`src/rtl/assert_macros.svh`:
```
// Assertion macros for the frame feature extractor.
// Expects signals named clock and reset in the including scope.
`ifndef ASSERT_MACROS_SVH
`define ASSERT_MACROS_SVH

// property holds at every edge outside reset
`define FFE_ASSERT(label, prop) \
   label: assert property (@(posedge clock) disable iff (reset) (prop)) \
      else $error("frame_feature_extractor: assertion failed");

// trigger implies property, non-overlapping implication
`define FFE_ASSERT_NEXT(label, trig, prop) \
   label: assert property (@(posedge clock) disable iff (reset) (trig) |=> (prop)) \
      else $error("frame_feature_extractor: assertion failed");

`endif

```
`src/rtl/ffe_pkg.sv`:
```
// Shared constants, controller states and command/status types for the
// frame feature extractor. No dependencies.
package ffe_pkg;

   localparam logic [15:0] MAX_FRAME_BYTES = 16'd65535;
   localparam logic [10:0] MTU_BYTES       = 11'd1500;
   localparam logic [15:0] OFFSET_LOW      = 16'd12;
   localparam logic [15:0] OFFSET_HIGH     = 16'd47;
   localparam logic [31:0] FIRST_DELTA_US  = 32'd1000;
   // ceil(2^36/1500): (cap * LEN_RECIP) >> 20 = floor(cap * 65536 / 1500) for cap <= 1500
   localparam logic [25:0] LEN_RECIP       = 26'd45812985;

   localparam int VAR_BITS   = 22;
   localparam int LEN_BITS   = 17;
   localparam int STEP_W     = 5;
   localparam int REQ_DATA_W = 40;
   localparam int RSP_DATA_W = 80;

   typedef enum logic [2:0] {
      ST_ACCUM,
      ST_EMPTY_OUT,
      ST_MULT,
      ST_LOAD_VAR,
      ST_DIV_VAR,
      ST_EMIT
   } ffe_state_type;

   typedef struct packed {
      logic accum;       // byte transaction to accumulate
      logic frame_end;   // final byte: snapshot and clear
      logic mult;        // register products and scaled length
      logic load_var;    // load divider for variance
      logic step;        // one quotient bit
      logic emit_frame;  // write frame result to output
      logic emit_empty;  // write default result to output
   } ffe_cmd_type;

   typedef struct packed {
      logic out_free;    // output register can take a result this cycle
   } ffe_status_type;

endpackage

```
`src/rtl/frame_feature_extractor.sv`:
```
// Top level of the frame feature extractor: controller plus datapath.
// Uses ffe_pkg, ffe_ctrl, ffe_datapath and assert_macros.svh.
//
//   channel | direction | carries
//   req_    | in        | frame bytes, tlast = final byte, tuser = empty frame
//   rsp_    | out       | one feature set per frame, tuser = too long
//
// Bytes are taken one per cycle while the input is ready. After a final byte the input
// stalls through products and length scaling, the divider load, a 22-step
// variance division and the result write; longer while the output slot is held.
// An empty-frame transaction stalls the input until its default result is written.
// A waiting result does not block bytes of the next frame. Synchronous reset.
`include "assert_macros.svh"

module frame_feature_extractor import ffe_pkg::*; (
   input  logic                  clock,
   input  logic                  reset,
   input  logic                  req_tvalid,
   output logic                  req_tready,
   input  logic [REQ_DATA_W-1:0] req_tdata,   // data_byte[7:0], arrival_time_us[39:8]
   input  logic                  req_tlast,
   input  logic                  req_tuser,   // empty_frame[0]
   output logic                  rsp_tvalid,
   input  logic                  rsp_tready,
   output logic [RSP_DATA_W-1:0] rsp_tdata,   // length_ratio[16:0], arrival_gap_us[48:17],
                                              // protocol_byte[56:49], byte_spread[78:57]
   output logic                  rsp_tuser    // too_long[0]
);

   ffe_cmd_type    cmd;
   ffe_status_type status;

   ffe_ctrl u_ctrl (
      .clock      (clock),
      .reset      (reset),
      .req_tvalid (req_tvalid),
      .req_tlast  (req_tlast),
      .req_empty  (req_tuser),
      .req_tready (req_tready),
      .status     (status),
      .cmd        (cmd)
   );

   ffe_datapath u_datapath (
      .clock           (clock),
      .reset           (reset),
      .data_byte       (req_tdata[7:0]),
      .arrival_time_us (req_tdata[39:8]),
      .cmd             (cmd),
      .status          (status),
      .rsp_tready      (rsp_tready),
      .rsp_tvalid      (rsp_tvalid),
      .rsp_tdata       (rsp_tdata),
      .rsp_tuser       (rsp_tuser)
   );

   `FFE_ASSERT(a_emit_slot_free, (cmd.emit_frame || cmd.emit_empty) |-> (!rsp_tvalid || rsp_tready))
   `FFE_ASSERT_NEXT(a_empty_stalls, req_tvalid && req_tready && req_tuser, !req_tready)
   `FFE_ASSERT_NEXT(a_frame_end_stalls, cmd.frame_end, !req_tready)
   `FFE_ASSERT(a_long_has_length, (rsp_tvalid && rsp_tuser) |-> (rsp_tdata[16:0] != 17'd0))

endmodule

```
`src/rtl/ffe_datapath.sv`:
```
// Datapath: per-frame accumulators, timing state, products, reciprocal length
// scaling, restoring divider for the variance and output register. Uses ffe_pkg.
module ffe_datapath import ffe_pkg::*; (
   input  logic                  clock,
   input  logic                  reset,
   input  logic [7:0]            data_byte,
   input  logic [31:0]           arrival_time_us,
   input  ffe_cmd_type           cmd,
   output ffe_status_type        status,
   input  logic                  rsp_tready,
   output logic                  rsp_tvalid,
   output logic [RSP_DATA_W-1:0] rsp_tdata,
   output logic                  rsp_tuser
);

   // frame accumulators
   logic [15:0] count_ff, count_in;
   logic [23:0] total_ff, total_in;
   logic [31:0] square_ff, square_in;
   logic [7:0]  b12_ff, b12_in;
   logic [7:0]  b47_ff, b47_in;
   logic        ovf_ff, ovf_in;

   // timing
   logic [31:0] prev_time_ff;
   logic        has_prev_ff;

   // frame snapshot
   logic [15:0] n_snap_ff;
   logic [23:0] tot_snap_ff;
   logic [31:0] sq_snap_ff;
   logic [7:0]  proto_snap_ff, proto_in;
   logic [10:0] cap_snap_ff, cap_in;
   logic [31:0] delta_snap_ff, delta_in;
   logic        long_snap_ff;

   // products
   logic [47:0]         p_nsq_ff, p_tot_ff;
   logic [31:0]         p_den_ff;
   logic [47:0]         spread;
   logic [36:0]         len_prod;
   logic [LEN_BITS-1:0] len_ff;

   // divider
   logic [32:0]         rem_ff, rem_in, rem_shift;
   logic [VAR_BITS-1:0] low_ff, low_in;
   logic [31:0]         dvsr_ff, dvsr_in;
   logic [VAR_BITS-1:0] quo_ff, quo_in;
   logic                fits;

   // output
   logic                  out_valid_ff;
   logic [RSP_DATA_W-1:0] out_data_ff;
   logic                  out_user_ff;

   always_comb begin
      count_in  = count_ff;
      total_in  = total_ff;
      square_in = square_ff;
      b12_in    = b12_ff;
      b47_in    = b47_ff;
      ovf_in    = ovf_ff;
      if (count_ff < MAX_FRAME_BYTES) begin
         if (count_ff == OFFSET_LOW) begin
            b12_in = data_byte;
         end
         if (count_ff == OFFSET_HIGH) begin
            b47_in = data_byte;
         end
         count_in  = count_ff + 16'd1;
         total_in  = total_ff + {16'd0, data_byte};
         square_in = square_ff + {16'd0, 16'(data_byte * data_byte)};
      end else begin
         ovf_in = 1'b1;
      end
      if (count_in > OFFSET_HIGH) begin
         proto_in = b47_in;
      end else if (count_in > OFFSET_LOW) begin
         proto_in = b12_in;
      end else begin
         proto_in = 8'd0;
      end
      cap_in   = (count_in > {5'd0, MTU_BYTES}) ? MTU_BYTES : count_in[10:0];
      delta_in = has_prev_ff ? (arrival_time_us - prev_time_ff) : FIRST_DELTA_US;
   end

   always_ff @(posedge clock) begin
      if (reset) begin
         count_ff     <= '0;
         total_ff     <= '0;
         square_ff    <= '0;
         b12_ff       <= '0;
         b47_ff       <= '0;
         ovf_ff       <= 1'b0;
         prev_time_ff <= '0;
         has_prev_ff  <= 1'b0;
      end else if (cmd.frame_end) begin
         count_ff     <= '0;
         total_ff     <= '0;
         square_ff    <= '0;
         b12_ff       <= '0;
         b47_ff       <= '0;
         ovf_ff       <= 1'b0;
         prev_time_ff <= arrival_time_us;
         has_prev_ff  <= 1'b1;
      end else if (cmd.accum) begin
         count_ff     <= count_in;
         total_ff     <= total_in;
         square_ff    <= square_in;
         b12_ff       <= b12_in;
         b47_ff       <= b47_in;
         ovf_ff       <= ovf_in;
      end
   end

   // capped length times the scaled reciprocal of 1500
   assign len_prod = {26'd0, cap_snap_ff} * {11'd0, LEN_RECIP};

   always_ff @(posedge clock) begin
      if (cmd.frame_end) begin
         n_snap_ff     <= count_in;
         tot_snap_ff   <= total_in;
         sq_snap_ff    <= square_in;
         proto_snap_ff <= proto_in;
         cap_snap_ff   <= cap_in;
         delta_snap_ff <= delta_in;
         long_snap_ff  <= ovf_in;
      end
      if (cmd.mult) begin
         p_nsq_ff <= {32'd0, n_snap_ff} * {16'd0, sq_snap_ff};
         p_tot_ff <= {24'd0, tot_snap_ff} * {24'd0, tot_snap_ff};
         p_den_ff <= {16'd0, n_snap_ff} * {16'd0, n_snap_ff};
         len_ff   <= len_prod[36:20];
      end
   end

   // N*sumsq - sum^2, never negative; quotient fits VAR_BITS so the
   // top of the shifted numerator starts below the divisor
   assign spread = p_nsq_ff - p_tot_ff;

   always_comb begin
      rem_shift = {rem_ff[31:0], low_ff[VAR_BITS-1]};
      fits      = rem_shift >= {1'b0, dvsr_ff};
      rem_in    = rem_ff;
      low_in    = low_ff;
      dvsr_in   = dvsr_ff;
      quo_in    = quo_ff;
      if (cmd.load_var) begin
         rem_in  = {1'b0, spread[45:14]};
         low_in  = {spread[13:0], 8'd0};
         dvsr_in = p_den_ff;
         quo_in  = '0;
      end else if (cmd.step) begin
         rem_in = fits ? (rem_shift - {1'b0, dvsr_ff}) : rem_shift;
         low_in = {low_ff[VAR_BITS-2:0], 1'b0};
         quo_in = {quo_ff[VAR_BITS-2:0], fits};
      end
   end

   always_ff @(posedge clock) begin
      rem_ff  <= rem_in;
      low_ff  <= low_in;
      dvsr_ff <= dvsr_in;
      quo_ff  <= quo_in;
   end

   // output register
   always_ff @(posedge clock) begin
      if (reset) begin
         out_valid_ff <= 1'b0;
      end else if (cmd.emit_frame || cmd.emit_empty) begin
         out_valid_ff <= 1'b1;
      end else if (rsp_tready) begin
         out_valid_ff <= 1'b0;
      end
   end

   always_ff @(posedge clock) begin
      if (cmd.emit_frame) begin
         out_data_ff <= {1'b0, quo_ff, proto_snap_ff, delta_snap_ff, len_ff};
         out_user_ff <= long_snap_ff;
      end else if (cmd.emit_empty) begin
         out_data_ff <= {1'b0, 22'd0, 8'd0, FIRST_DELTA_US, 17'd0};
         out_user_ff <= 1'b0;
      end
   end

   assign status.out_free = !out_valid_ff || rsp_tready;
   assign rsp_tvalid      = out_valid_ff;
   assign rsp_tdata       = out_data_ff;
   assign rsp_tuser       = out_user_ff;

endmodule

```
`src/rtl/ffe_ctrl.sv`:
```
// Controller: sequences accumulation, products, the variance division and
// the result write. Uses ffe_pkg.
module ffe_ctrl import ffe_pkg::*; (
   input  logic           clock,
   input  logic           reset,
   input  logic           req_tvalid,
   input  logic           req_tlast,
   input  logic           req_empty,
   output logic           req_tready,
   input  ffe_status_type status,
   output ffe_cmd_type    cmd
);

   ffe_state_type     state_ff, state_in;
   logic [STEP_W-1:0] step_ff, step_in;
   logic              accept;

   always_ff @(posedge clock) begin
      if (reset) begin
         state_ff <= ST_ACCUM;
         step_ff  <= '0;
      end else begin
         state_ff <= state_in;
         step_ff  <= step_in;
      end
   end

   always_comb begin
      state_in   = state_ff;
      step_in    = step_ff;
      cmd        = '0;
      req_tready = 1'b0;
      accept     = 1'b0;
      case (state_ff)
         ST_ACCUM: begin
            req_tready = 1'b1;
            accept     = req_tvalid;
            if (accept && req_empty) begin
               state_in = ST_EMPTY_OUT;
            end else if (accept) begin
               cmd.accum = 1'b1;
               if (req_tlast) begin
                  cmd.frame_end = 1'b1;
                  state_in      = ST_MULT;
               end
            end
         end
         ST_EMPTY_OUT: begin
            if (status.out_free) begin
               cmd.emit_empty = 1'b1;
               state_in       = ST_ACCUM;
            end
         end
         ST_MULT: begin
            cmd.mult = 1'b1;
            state_in = ST_LOAD_VAR;
         end
         ST_LOAD_VAR: begin
            cmd.load_var = 1'b1;
            step_in      = STEP_W'(VAR_BITS - 1);
            state_in     = ST_DIV_VAR;
         end
         ST_DIV_VAR: begin
            cmd.step = 1'b1;
            step_in  = step_ff - 1'b1;
            if (step_ff == '0) begin
               state_in = ST_EMIT;
            end
         end
         ST_EMIT: begin
            if (status.out_free) begin
               cmd.emit_frame = 1'b1;
               state_in       = ST_ACCUM;
            end
         end
         default: begin
            state_in = ST_ACCUM;
         end
      endcase
   end

endmodule
```
`config.mk`:
```
export PLATFORM = sky130hd
export DESIGN_NAME = frame_feature_extractor
export DESIGN_NICKNAME = d
export VERILOG_FILES = /design/src/rtl/ffe_pkg.sv /design/src/rtl/frame_feature_extractor.sv /design/src/rtl/ffe_datapath.sv /design/src/rtl/ffe_ctrl.sv
export VERILOG_INCLUDE_DIRS = /design/src /design/src/rtl
export SDC_FILE = /design/constraint.sdc
export NUM_CORES = 2
export LEC_CHECK = 0
export BUFFER_PORTS_ARGS = -buffer_cell sky130_fd_sc_hd__buf_4
export CORE_MARGIN = 2
export CORE_UTILIZATION = 34
export CTS_BUF_LIST = sky130_fd_sc_hd__clkbuf_4
export CTS_CLUSTER_SIZE = 8
export DETAILED_ROUTE_END_ITERATION = 8
export GPL_TIMING_DRIVEN = 0
export HOLD_SLACK_MARGIN = 0.03
export SETUP_SLACK_MARGIN = 0.05
export SYNTH_ARGS = -nofsm -noshare
export SYNTH_HDL_FRONTEND = slang
export SYNTH_SLANG_ARGS = --single-unit
```
`constraint.sdc`:
```
create_clock -name clock -period 21.3 [get_ports clock]
set_input_delay 4.26 -clock clock [delete_from_list [all_inputs] [get_ports clock]]
set_output_delay 4.26 -clock clock [all_outputs]
set_load 0.05 [all_outputs]
```
==> results.py <==
metrics = {
    "finish": {
        "final_nets": 9649,
        "area_growth_pct": 9.55,
        "drive_above_1_share_pct": 6.03,
    },
    "place": {
        "portBuffers": 126,
        "gp_congestion": 0.981,
        "hpwlAfterDp_um": 171000,
    },
    "detailed_routing": {
        "drtPass1Iterations": 6,
        "wl_um": 209000,
        "via_per_inst": 4.92,
        "wl_met3_um": 16400,
        "wl_met2_um": 98400,
        "ant_nets": 0,
        "wl_per_cell_um": 19.4,
        "drt_iter0_drc": 3743,
        "maxUsedRoutingLayer": "met5",
        "vias": 53100,
        "wl_met1_um": 86900,
        "drc": 0,
    },
    "flow_run": {
        "drv_cap": 0,
    },
    "yosys": {
        "synth_edf_count": 420,
        "ys.flop_type": "edfxtp_1",
        "synth_commonest_cells": "1,590 x inv_1, 1,130 x fa_1, 871 x nand2_1",
        "yosys-top-cells-area": "fa_1 31%, edfxtp_1 17%, ha_1 11%",
        "synthArstFlopShare_pct": 0,
        "ys_seq_elements": 573,
        "synth_area_um2": 72100,
        "syn_inst": 7530,
        "ys_warn_count": 0,
        "synth.distinct_cells": 86,
        "avgSynthCellArea_um2": 9.58,
        "post-synth-top-count-cell": "inv_1",
        "ys_seq_area_share_pct": 21.7,
        "netlist.area_leader.share_pct": 31.4,
        "synth_top_area_cell": "fa_1",
        "syn_nets": 9344,
    },
    "min_path": {
        "min_path_type": "reg2reg",
    },
    "clock_network": {
        "clock-sinks": 573,
        "clockRootBuffer": "clkbuf_4",
        "path_clk_slew_ps": 60,
        "hold_buffers": 0,
        "cts_setup_buffers": 0,
        "cts_buffers": 157,
        "htree_num_levels": 4,
        "clock_path_buffers": 3,
        "ctsResizeCount": 0,
        "cts_tree": "done",
        "clk_latency_ps": 1210,
    },
    "worst_setup_path": {
        "cp-end-kind": "register",
        "cp_max_fo": 10,
        "worstPathRequired_ps": 22260,
        "criticalPathCategory": "reg2reg",
        "crit_arrival_ps": 10940,
        "start_kind": "register",
    },
    "floorplan": {
        "die_h_um": 465,
        "rows": 169,
        "die_w_um": 465,
        "dieArea_um2": 216000,
        "start_util_pct": 34.1,
        "io_pins": 129,
        "core_area_um2": 211000,
    },
    "sta": {
        "setup-tns-final_ps": 0,
        "slew_violations": 0,
        "setup_viol_count_final": 0,
        "hold_viol_final": 0,
        "rsz0062_at_grt": "false",
        "fin_skew_ps": 90.8,
        "relSlewSlack_pct": 3.48,
        "min_period_ps": 9990,
        "worst_pin_slew_ps": 1450,
        "period_share_pct": 46.9,
        "timing.fmax_ghz": 0.100,
    },
    "global_routing": {
        "antenna_found_initial": 12,
        "grt_pass1_vias": 55800,
        "gr-total-overflow": 0,
        "grt_max_degree": 60,
        "grt_usage_pct": 19.6,
        "grt_first_pass_wirelength_um": 327000,
    },
    "status": {
        "status": "finished, final reports clean",
    },
}
==> state kept, by name, indices dropped and copies added, names as in the netlist, 3 cells and up <==
| name | count |
|---|---|
| u_datapath.delta_snap_ff | 32 |
| u_datapath.p_den_ff | 31 |
| u_datapath.rem_ff | 32 |
| u_datapath.cap_snap_ff | 11 |
| u_datapath.prev_time_ff | 32 |
| u_datapath.b47_ff | 8 |
| u_datapath.total_ff | 24 |
| u_datapath.rsp_tdata | 79 |
| u_datapath.n_snap_ff | 16 |
| u_datapath.quo_ff | 22 |
| u_ctrl.state_ff | 3 |
| u_ctrl.step_ff | 5 |
| u_datapath.tot_snap_ff | 24 |
| u_datapath.low_ff | 14 |
| u_datapath.sq_snap_ff | 32 |
| u_datapath.square_ff | 32 |
| u_datapath.p_nsq_ff | 46 |
| u_datapath.len_ff | 17 |
| u_datapath.proto_snap_ff | 8 |
| u_datapath.count_ff | 16 |
| u_datapath.p_tot_ff | 45 |
| u_datapath.dvsr_ff | 31 |
| u_datapath.b12_ff | 8 |
==> layer usage <==
metal  GRT usage (%)  vias to the layer above
met5               0                        -
met4            7.17                        8
met3            4.31                      342
met2            32.3                     1774
met1            25.2                    26600
li1                -                    24300
==> per-stage QoR <==
| step | cells | util, % | hold slack, ps | cell area [um2] | worst slack (ps) |
|---|---|---|---|---|---|
| 2_1_floorplan | 7530 | - | 400 | 72100 | 9710 |
| 3_3_place_gp | 10500 | 36.2 | 405 | 76600 | 2370 |
| 3_5_place_dp | 10500 | 36.4 | 405 | 76900 | 10710 |
| 4_1_cts | 10800 | 37.4 | 399 | 79000 | 11700 |
| 5_1_grt | 10800 | 37.4 | 406 | 79000 | 11080 |
| 6_report | 10800 | 37.4 | 406 | 79000 | 11310 |
==> worst paths after layout <==
path | startpoint | end | slack, ps | cells past startpoint
min reg2reg | u_datapath.p_den_ff[12]$_DFFE_PP_ | u_datapath.dvsr_ff[12]$_DFFE_PP_ | 410 | 0
max reg2reg | u_datapath.n_snap_ff[6]$_DFFE_PP_ | u_datapath.p_nsq_ff[43]$_DFFE_PP_ | 11310 | 25
min | u_datapath.p_den_ff[12]$_DFFE_PP_ | u_datapath.dvsr_ff[12]$_DFFE_PP_ | 410 | 0
max | u_datapath.n_snap_ff[6]$_DFFE_PP_ | u_datapath.p_nsq_ff[43]$_DFFE_PP_ | 11310 | 25
==> critical path, stage by stage, from the launching register on <==
cell and delay, ps:
edfxtp_1 590, clkbuf_1 1110, clkbuf_1 930, nand2_1 170, fa_1 530, inv_1 50, fa_1 470, inv_1 50
fa_1 490, inv_1 50, fa_1 560, inv_1 60, fa_1 480, inv_1 50, fa_1 430, ha_1 390
inv_1 110, nor4_1 560, a221o_1 310, a21oi_1 130, o41ai_2 660, a41oi_1 320, a211oi_1 530, nand4_1 250
o21bai_1 210, xor2_1 280
==> cells in the final DEF, fill, tap and decap left out, types with 15 or more instances in the layout <==
master,count
or3_1,25
xnor2_1,192
fa_1,1130
nor4_1,18
o21bai_1,24
and2_1,368
buf_4,129
a21o_1,119
nor2b_1,54
nand4_1,27
clkbuf_1,266
xor2_1,129
o21a_1,41
nand2b_1,57
nand2_1,871
o211ai_1,16
and3_1,113
a21oi_1,308
or2_2,18
inv_1,1589
nand3_1,82
a211oi_1,47
ha_1,638
o31ai_1,15
mux2i_1,35
a31oi_1,30
nor2_1,337
edfxtp_1,420
clkinv_1,28
nor3_1,51
clkbuf_4,228
mux2_2,19
a22o_1,21
dfxtp_1,153
o21ai_0,142
==> logic make-up (layout without fill, tap and decap cells) <==
family,Yosys count,count (layout),synth area share (%)
flip-flops,573,573,21.7
buffers and inverters,1879,2309,9.82
other,1,6,0.00520
multiplexers,54,54,0.782
AND/OR/NAND/NOR,2074,2074,13.8
adder cells (fa/ha/maj),1768,1768,42.4
XOR/XNOR,321,321,3.90
AO/OA/AOI/OAI,860,860,7.57
==> cell type report <==
| class | count | area, um2 |
|---|---|---|
| clock buffer | 227 | 1700 |
| inverter | 1591 | 5970 |
| buffer | 288 | 1120 |
| antenna | 5 | 12.5 |
| fill | 21400 | 132000 |
| multi-input combinational | 5078 | 49400 |
| clock inverter | 57 | 393 |
| timing repair buffer | 146 | 1240 |
| tap | 2821 | 3530 |
| sequential | 573 | 15700 |
Power is left out: the tool's default activity adds up to more than one toggle a clock period on the data nets, which glitch-free logic cannot reach.
